==> config.mk <==
export PLATFORM = sky130hd
export DESIGN_NAME = ilir_cell
export DESIGN_NICKNAME = d
export VERILOG_FILES = /design/src/rtl/core/ilir_pkg.sv /design/src/rtl/core/ilir_cell.sv
export SDC_FILE = /design/constraint.sdc
export NUM_CORES = 1
export LEC_CHECK = 0
export ABC_CLOCK_PERIOD_IN_PS = 5100
export BUFFER_PORTS_ARGS = -buffer_cell sky130_fd_sc_hd__buf_4
export CORE_MARGIN = 4
export CORE_UTILIZATION = 35
export DETAILED_ROUTE_END_ITERATION = 7
export PLACE_DENSITY = 0.76
export SYNTH_ARGS = -nofsm -noshare
export SYNTH_HDL_FRONTEND = slang
export SYNTH_SLANG_ARGS = --single-unit
==> constraint.sdc <==
create_clock -name clk_i -period 5.1 [get_ports clk_i]
set_clock_uncertainty 0.15 [all_clocks]
set_input_delay 0.255 -clock clk_i [delete_from_list [all_inputs] [get_ports clk_i]]
set_output_delay 0.255 -clock clk_i [all_outputs]
set_load 0.01 [all_outputs]
==> src/rtl/core/ilir_pkg.sv <==
// ----------------------------------------------------------------------------
// ilir_pkg
// Shared types and codes for the indexed list with insert and remove.
// ----------------------------------------------------------------------------
package ilir_pkg;

  localparam int unsigned CAPACITY_DEF = 64;
  localparam int unsigned DATA_W       = 32;
  localparam int unsigned POS_W        = 7;

  typedef logic [1:0] action_t;
  typedef logic [1:0] status_t;

  localparam action_t ACT_INSERT = 2'd0;
  localparam action_t ACT_REMOVE = 2'd1;
  localparam action_t ACT_READ   = 2'd2;

  localparam status_t ST_DONE = 2'd0;
  localparam status_t ST_BAD  = 2'd1;
  localparam status_t ST_FULL = 2'd2;

  // Broadcast from the control to every cell of the row.
  typedef struct packed {
    logic             ins;
    logic             rem;
    logic [POS_W-1:0] pos;
  } ilir_ctrl_t;

endpackage

==> src/rtl/core/ilir_cell.sv <==
// ----------------------------------------------------------------------------
// ilir_cell
// One list slot: holds its word and takes a neighbor's word or the new
// word when the row shifts around an insert or a remove.
// ----------------------------------------------------------------------------
module ilir_cell #(
  parameter int unsigned CmpW = 7,
  parameter int unsigned Idx  = 0
) (
  input  logic                                clk_i,
  input  ilir_pkg::ilir_ctrl_t                ctrl_i,
  input  logic [ilir_pkg::DATA_W-1:0]         value_i,
  input  logic [ilir_pkg::DATA_W-1:0]         lower_i,
  input  logic [ilir_pkg::DATA_W-1:0]         upper_i,
  output logic [ilir_pkg::DATA_W-1:0]         entry_o
);
  import ilir_pkg::*;

  localparam logic [CmpW-1:0] IdxV = CmpW'(Idx);

  logic [DATA_W-1:0] entry_q, entry_d;
  logic [CmpW-1:0]   pos;

  assign pos = CmpW'(ctrl_i.pos);

  always_comb begin
    entry_d = entry_q;
    priority if (ctrl_i.ins && IdxV == pos) begin
      entry_d = value_i;
    end else if (ctrl_i.ins && IdxV > pos) begin
      // shift up: take the word from the slot below
      entry_d = lower_i;
    end else if (ctrl_i.rem && IdxV >= pos) begin
      // shift down: take the word from the slot above
      entry_d = upper_i;
    end
  end

  always_ff @(posedge clk_i) begin
    entry_q <= entry_d;
  end

  assign entry_o = entry_q;

endmodule

# Word level (Yosys, flattened, before mapping)
# Cells that the tools add are included.
[word_totals] regBits=32 wordCells=11 in_bits=106
[op_classes] n_reduce_logical=5 muxes=3 order_cmp=2
[op_table] op="two-way mux 32 bit" count=3
[op_table] op=">= comparator 1 x 7 -> 1 bit (first input constant)" count=1
[op_table] op="greater-than comparator 1 x 7 -> 1 bit (first input constant)" count=1
[op_table] op="logical NOT 7 bit" count=1
[op_table] op="logical AND 1 bit" count=3
[op_table] op="nonzero test 3 bit" count=1

# Depth between registers and ports, before layout
[logic_depth] ltp_word=5 mapped_depth=4 mapped_depth_nobuf=3

# Worst setup path after synthesis
# OpenSTA, ideal clock, no wires.
[synth_timing] path_kind="in2reg" start="input port ctrl_i[1] (netlist bit)" end="register entry_q[0] (netlist: entry_o[0]), enable pin" path_slack_ns=2.453 cell_stages=3 t_arrival_ns=2.076 t_required_ns=4.529 cell_sequence="nor4_2 -> o211ai_1 -> nor2_1"
[synth_between] elab_chain_cells=3 elab_cells_between_ends=7 cone_classes="order compare (2); reduce/logical (5)"
[synth_rtl] element="from (decl)" line_no="ilir_cell.sv:11" text="input ilir_pkg::ilir_ctrl_t ctrl_i,"
[synth_rtl] element="greater-than comparator 1 x 7 -> 1 bit (tied with other cells)" line_no="ilir_cell.sv:30" text="end else if (ctrl_i.ins && IdxV > pos) begin"
[synth_rtl] element="logical AND 1 bit (on tied branches)" line_no="ilir_cell.sv:30, ilir_cell.sv:28, ilir_cell.sv:33"
[synth_rtl] element="nonzero test 3 bit (no source line) *"
[synth_rtl] element="to (signal assigned)" line_no="ilir_cell.sv:40" text="entry_q <= entry_d;"
[synth_rtl] element="to (decl)" line_no="ilir_cell.sv:21" text="logic [DATA_W-1:0] entry_q, entry_d;"
# Every way passes the cells marked *; elsewhere a longest branch is shown, timed or not.
# A chain may end at the register's enable or synchronous reset.

# Worst setup path in the final report
[layout_timing] start="input port ctrl_i[1] (netlist bit)" end="register entry_q[15] (netlist: entry_o[15]) (data pin)"
[layout_between] elab_chain_cells=4 elab_cells_between_ends=6 cone_classes="order compare (1); mux (2); reduce/logical (3)"
[layout_rtl] element="greater-than comparator 1 x 7 -> 1 bit" line_no="ilir_cell.sv:30"
[layout_rtl] element="logical AND 1 bit" line_no="ilir_cell.sv:30"
[layout_rtl] element="two-way mux 32 bit" line_no="ilir_cell.sv:30"
[layout_rtl] element="two-way mux 32 bit *" line_no="ilir_cell.sv:28" text="priority if (ctrl_i.ins && IdxV == pos) begin"
[layout_rtl] element="named net entry_d[15]" line_no="ilir_cell.sv:21"
# Mark *: on every way through the listed nets, which the timed path passes. The rest lies on a longest branch.

==> results.yml <==
status:
  status: "complete, no violations"
finish:
  fin_cells: 233
  fillers: 330
  area_growth_pct: 60.3
  layout-drive-gt1-share: 0.803
  final_common_cell: "buf_4"
  ff_latch_area_um2: 961
  largest_reg_flops: 32
  final_cell_mix: "buf_4 (107), edfxtp_1 (32), mux2_4 (30)"
  multi_input_area_um2: 518
  antennaDiodeCount: 0
  layout.nets: 289
drt:
  drt_iter0_markers: 43
  wirelength_mm: 3.65
  postRouteAntennaNets: 0
  via_per_inst: 4.54
  routedWlPerCell_um: 15.6
  firstDrtPassIters: 4
  drc: 0
  vias: 1058
clocking:
  cts.sinks: 32
  cts_made_buffers: 5
  hold_buffers: 0
  htreeDepth: 2
  clk_pin_slew_ns: 0.06
  clockBufferDepth: 2
  cts_tree: "yes"
  cts_root_buffer: "clkbuf_8"
  cts_resized: 0
  postCtsSetupBuffers: 0
placement:
  gp_congestion: 0.826
  dp.cells: 226
  portBuffers: 105
  pre_cts_ws_ns: 2.43
timing:
  fin_crit_sh: 0.457
  worstMarginPinSlew_ns: 0.762
  finalHoldViolCount: 0
  fmax_mhz: 429
  final_max_slew_viol_count: 0
  setup_slack_ns: 2.77
  timing.setup.tns_ns: 0
  max-slew-margin-rel: 0.490
  period_minus_slack_ns: 2.33
  rsz0062_at_grt: "no"
  finalSetupViolCount: 0
min_path:
  hold_end: "entry_o[25]"
  hold_depth: 2
  hp-class: "in -> reg"
  hold_start: "value_i[25]"
logic_synthesis:
  syn-instance-count: 72
  yosysSeqAreaShare: 0.636
  synth.distinct_cells: 8
  syn_area_um2: 1510
  avgSynthCellArea_um2: 21.0
  synth_top_area_frac: 0.636
  yosys-top-cells-area: "edfxtp_1 (64%), mux2_4 (30%), buf_6 (2.2%)"
  synth_nets: 178
  ys_seq_elements: 32
  synth_top_area_cell: "edfxtp_1"
  yosys_warnings: 0
setup_path:
  timing.critical_path.required_ns: 4.98
  critPathMaxFanout: 17
  crit_path_end_kind: "flip-flop"
  cp.arrival_ns: 2.21
  cp-start-kind: "input pin"
  crit_type: "in -> reg"
global_route:
  globalRoute.totalOverflow: 0
  use_met3: 0.0534
  met2_usage: 0.262
  grt_util_met1: 0.118
  grt_antenna_before_repair: 0
  grt_pass1_wl_mm: 5.51
  gr-max-usage-layer: "met2"
  grt.total_usage: 0.138
  grt_max_degree: 33
  grt_pass1_vias: 1201
floorplan:
  core_area_um2: 4090
  initial_core_util: 0.370
  io_pins: 138
  die_h_um: 73.7
  fp.dieW_um: 73.7
  die_area_um2: 5430
  num_rows: 23
power:
  p_per_area_nw_per_um2: 221
  total_power_w: 0.000535
  ir_drop_mv: 0.182
  p_leak_nw: 1.16
run:
  maxCapViolations: 0
metal layers:
| metal | share of wire | vias to the layer above | wire length (um) |
|---|---|---|---|
| met1 | 0.31 | 478 | 1130 |
| met5 | 0 | - | 0 |
| met3 | 0.13 | 8 | 476 |
| li1 | - | 504 | - |
| met4 | 0.029 | 0 | 104 |
| met2 | 0.53 | 68 | 1940 |
cell families after synthesis:
family,share of synthesized area
muxes,0.313
DFF,0.636
and+or+nand+nor,0.0232
buffers and inverters,0.0224
AOI/OAI and AO/OA,0.00497
cell type report:
type | instances | share of cell area
multi-input cells | 37 | 0.214
clock buffers | 5 | 0.0284
flip-flops and latches | 32 | 0.397
repair buffers | 107 | 0.332
clock inverters | 2 | 0.00310
well taps | 50 | 0.0258
cells in the mapped netlist:
cell type,number
edfxtp_1,32
mux2_4,30
nand4b_2,1
nor2_1,2
mux2_2,2
o211ai_1,1
buf_6,3
nor4_2,1
worst max-delay path, stage by stage:
cell,delay (ns)
buf_4,0.11
nor4_2,0.35
nand4b_2,0.66
buf_4,0.49
mux2_4,0.33
report_power, final:
| part | internal, W | switching [W] |
|---|---|---|
| clock | 0.0000899 | 0.0000856 |
| sequential | 0.000291 | 0.000000350 |
| combinational | 0.0000538 | 0.0000147 |
stage by stage:
stage	util	hold slack (ns)	cell area, um2
after global placement	0.574	0.407	2340
final	0.592	0.128	2420
after detailed placement	0.574	0.408	2340
after global routing	0.592	0.109	2420
after CTS	0.592	0.116	2420
after floorplan	-	0.322	1510
worst max-delay path by stage:
stage / start / slack (ns) / end
final: ctrl_i[1] / 2.77 / entry_o[15]
after global routing: ctrl_i[1] / 2.65 / entry_o[15]
after CTS: ctrl_i[1] / 2.73 / entry_o[13]
after detailed placement: ctrl_i[1] / 2.43 / entry_o[13]
after global placement: ctrl_i[1] / 2.55 / entry_o[28]
after floorplan: ctrl_i[1] / 2.45 / entry_o[0]
(Power assumes the default switching activity.)
